--- config.mk ---
export PLATFORM = sky130hd
export DESIGN_NAME = mfap_ram
export DESIGN_NICKNAME = d
export VERILOG_FILES = /design/src/mfap_ram.sv
export SDC_FILE = /design/constraint.sdc
export NUM_CORES = 1
export LEC_CHECK = 0
export ABC_AREA = 1
export BUFFER_PORTS_ARGS = -buffer_cell sky130_fd_sc_hd__buf_2
export CAP_MARGIN = 0
export CORE_AREA = 2 2 98 100
export CTS_BUF_LIST = sky130_fd_sc_hd__clkbuf_4 sky130_fd_sc_hd__clkbuf_8 sky130_fd_sc_hd__clkbuf_16
export CTS_CLUSTER_DIAMETER = 30
export DETAILED_ROUTE_END_ITERATION = 8
export DIE_AREA = 0 0 100 102
export GPL_ROUTABILITY_DRIVEN = 0
export PLACE_DENSITY = 0.82
export SYNTH_ARGS = -nofsm -noshare
export SYNTH_HDL_FRONTEND = slang
export SYNTH_SLANG_ARGS = --single-unit
--- constraint.sdc ---
create_clock -name clk -period 2.6 [get_ports clk]
set_input_delay 0.13 -clock clk [delete_from_list [all_inputs] [get_ports clk]]
set_output_delay 0.13 -clock clk [all_outputs]
set_load 0.005 [all_outputs]
--- src/mfap_ram.sv ---
// Generic simple dual-port RAM with one write port and one registered read port.
module mfap_ram #(
  parameter int WIDTH = 8,
  parameter int DEPTH = 16
) (
  input  logic                     clk,
  input  logic                     we,
  input  logic [$clog2(DEPTH)-1:0] waddr,
  input  logic [WIDTH-1:0]         wdata,
  input  logic [$clog2(DEPTH)-1:0] raddr,
  output logic [WIDTH-1:0]         rdata
);

  logic [WIDTH-1:0] mem [DEPTH];

  always_ff @(posedge clk) begin
    if (we) begin
      mem[waddr] <= wdata;
    end
    rdata <= mem[raddr];
  end

endmodule

### Yosys cells after proc, flatten, opt, wreduce, memory -nomap -nowiden

Memory sizes are Yosys's and may differ from the RTL's. A register that Yosys moved wholly into a read port is not among the register bits.
Index checks and enable logic that the tools add are counted.

* bits in registers: 0
* bits of input ports: 18
* output and inout bits: 8
* RAM bits: 128
* memories kept: 1
* logic and storage cells: 3
* memory bits (read-only): 0
* bits in latches: 0

Memory list
* mem: words 16, width 8, read ports 1, clocked after memory_dff 1, write ports 1, line 14 `logic [WIDTH-1:0] mem [DEPTH];`

* reductions and logical operators: 0
* $mul: 0
* shift operators: 0
* bitwise operators: 0
* add/sub/neg operators: 0
* order comparisons: 0
* equality and inequality tests: 0
* divide/modulo/power cells: 0
* muxes and demuxes: 2

Operators with widths (number)
* $mux W1: 2

### Logic depth before layout (Yosys ltp)

* depth in word-level cells: 2
* mapped depth: 8
* mapped depth without buffers: 7

### Least setup slack after synthesis

No wires, ideal clock.

* path type: input to register
* from: input waddr[2]
* to: memory mem[10][0], enable pin
* data required time: 2.230 ns
* path slack: 1.519 ns
* data arrival time: 0.711 ns
* buffers on the path: 0
* cell stages on the path: 2
* library setup time: 0.370 ns
* cells stage by stage: nand3b_1 -> nor2_1

RTL lines
* start, declared: line 8 `input logic [$clog2(DEPTH)-1:0] waddr,`
* end, declared: line 14

Straight into the memory's write port.

==> flow_metrics.env <==
export IMPL_outcome="completed"
export IMPL_clock_fmax_ghz=0.898
export IMPL_routed_via_density=5.58
export IMPL_tightestPinTransition_ns=0.835
export IMPL_synthTopCellsByArea="edfxtp_1 (67%), nand2_1 (11%), nand3_1 (8.4%)"
export IMPL_synth_simple_area_share_pct=21.0
export IMPL_synth_top_area_share_pct=66.7
export IMPL_num_vias=3898
export IMPL_grt_overflow_total=0
export IMPL_cts_setup_buffers=0
export IMPL_synthAdderAreaFrac_pct=0
export IMPL_synth_mux_area_fraction_pct=0
export IMPL_drt_iter0_drc=432
export IMPL_coreArea_sq_um=9110
export IMPL_p_total_mw=5.44
export IMPL_arrival_ns=1.52
export IMPL_diodes=0
export IMPL_cp_required_ns=3.01
export IMPL_fin_crit_sh_pct=42.8
export IMPL_grt_use_total_pct=27.4
export IMPL_clock_sinks=136
export IMPL_relSlewSlack_pct=44.1
export IMPL_grt_max_degree=65
export IMPL_powerDensity_nw_per_um2=828
export IMPL_wire_per_inst_um=18.3
export IMPL_hpwl_um=7120
export IMPL_path_cells="inv_1, nand2_1, nand3_1, nand3_1, nand3_1, nand2_1"
export IMPL_cts_root_buf="clkbuf_8"
export IMPL_critPathMaxStageDelay_ns=0.38
export IMPL_clock_skew_ns=0.00743
export IMPL_numCtsBuffers=17
export IMPL_drtAntennaViolNets=0
export IMPL_first_global_vias=3749
export IMPL_grt_pass1_wl_um=20200
export IMPL_layout_min_cycle_time_ns=1.11
export IMPL_ctsLongestPathBuffers=2
export IMPL_crit_top_cell="nand3_1"
export IMPL_seq_area_frac_synth_pct=69.4
export IMPL_clk_latency_ns=0.52
export IMPL_cp_start_kind="flip-flop"
export IMPL_wl_um=12800
export IMPL_area_growth_pct=14.0
export IMPL_die_area_sq_um=10200
export IMPL_critPathKind="flip-flop to flip-flop"
export IMPL_synth_xor_area_share_pct=0
export IMPL_port_buffers=25
export IMPL_antenna_found_initial=0
export IMPL_clkSlewWorstSetupHoldPaths_ns=0.06
export IMPL_max_cap_viol_count=0
export IMPL_rows=35
export IMPL_critPathSlowestCell="edfxtp_1"
export IMPL_synth_top_family_by_area="simple AND/OR/NAND/NOR gates"
export IMPL_setup_violations_final=0
export IMPL_cellLeakagePower_nw=2.86
export IMPL_cpLargestDelayFamily="simple AND/OR/NAND/NOR gates"
export IMPL_ff2ff_setup_slack_ns=1.49
export IMPL_rsz0062_at_grt="no"
export IMPL_h_tree_depth=4
export IMPL_die_y_um=102
export IMPL_worstSetupEndpointType="flip-flop"
export IMPL_drc=0
export IMPL_yosysTopAreaCell="edfxtp_1"
export IMPL_yosys_warnings=0
export IMPL_nets=593
export IMPL_synth_cell_area_sq_um=5770
export IMPL_synth_cells=551
export IMPL_slew_viol_final=0
export IMPL_cts_resized=0
export IMPL_min_path_type="input port to flip-flop"
export IMPL_fin_setup_tns_ns=0
export IMPL_drive_gt1_share_pct=10.5
export IMPL_synth_fp_nets=569
export IMPL_initial_core_util_pct=63.3
export IMPL_die_x_um=100
export IMPL_io_pins=26
export IMPL_synth_compound_area_share_pct=0
export IMPL_ys_ff_latch=136
export IMPL_cp_max_fo=1
export IMPL_ir_drop_mv=0.734
export IMPL_ctsHoldBuffers=1
export IMPL_dr_pass1_iters=6
export IMPL_synth_area_per_cell_sq_um=10.5
export IMPL_hold_viol=0
export IMPL_ys_types=12
export IMPL_cts_tree="built"
export IMPL_crit_buf_inv=1
[Yosys cell counts]
cell type and count:
nand2_1 173, edfxtp_1 128, inv_1 100, nand3_1 97
nor2_1 17, buf_2 13, dfxtp_1 8, buf_6 6
buf_4 4, inv_2 2, nand3b_1 2, buf_1 1
[power breakdown]
part,internal [mW],switching (mW),leakage [nW]
Sequential,2.45,0.0131,1.22
Combinational,0.0809,0.212,1.31
Clock,1.80,0.889,0.322
[cell families (layout without fill, tap and decap cells)]
logic type,count (synthesis),count (layout)
AND/OR/NAND/NOR,289,289
flip-flops,136,136
buffers and inverters,126,163
[cell usage in the layout, fill, tap and decap left out, drive strengths merged, types with 4 or more instances in the layout]
cell type  Yosys  layout
clkinv         0       4
inv          102     102
buf           24      28
nor2          17      17
edfxtp       128     128
bufinv         0       6
clkbuf         0      20
dfxtp          8       8
nand3         97      97
nand2        173     173
[worst register-to-register path: stages (launching register included)]
cell	delay [ns]
edfxtp_1	0.38
inv_1	0.08
nand2_1	0.06
nand3_1	0.15
nand3_1	0.13
nand3_1	0.14
nand2_1	0.07
[routing by layer]
metal	global-route usage, %	vias to the layer above	share of wire [%]	wire (um)
li1	-	1824	-	-
met1	37.4	1840	40	5100
met2	45.5	209	49	6240
met3	5.95	25	9.3	1190
met4	7.80	0	1.8	235
met5	0	-	0	0
[sequential cells by signal, indices dropped and copies added, names as in the netlist]
name,count
rdata,8
mem,128
[area by class of cell]
type,count,area [sq um]
clock buffers,20,443
flip-flops and latches,136,4000
clock inverters,12,223
inverters,102,383
repair buffers,29,170
fillers,589,2530
multi-input cells,289,1210
well taps,111,139
[stage by stage]
stage                     util (%)  hold WS [ns]  setup WS (ns)  instance area, sq um  cells
final                         72.2        0.0306           1.49                  6580    699
after global routing          72.2        0.0313           1.42                  6580    699
after CTS                     72.2        0.0135           1.48                  6580    699
after detailed placement      64.8         0.499           1.09                  5900    666
after global placement        64.8         0.493           1.11                  5900    666
after floorplan                  -         0.229           1.52                  5770    551
[path summary, 6_finish.rpt]
kind,from,endpoint,cells past startpoint
worst min register to register,mem[12][5]$_DFFE_PP_,rdata[5]$_DFF_P_,6
worst min-delay path,wdata[5],mem[15][5]$_DFFE_PP_,1
worst max register to register,mem[11][5]$_DFFE_PP_,rdata[5]$_DFF_P_,6
worst max-delay path,mem[11][5]$_DFFE_PP_,rdata[5]$_DFF_P_,6
Note: power is estimated with default switching activity, not from simulation.
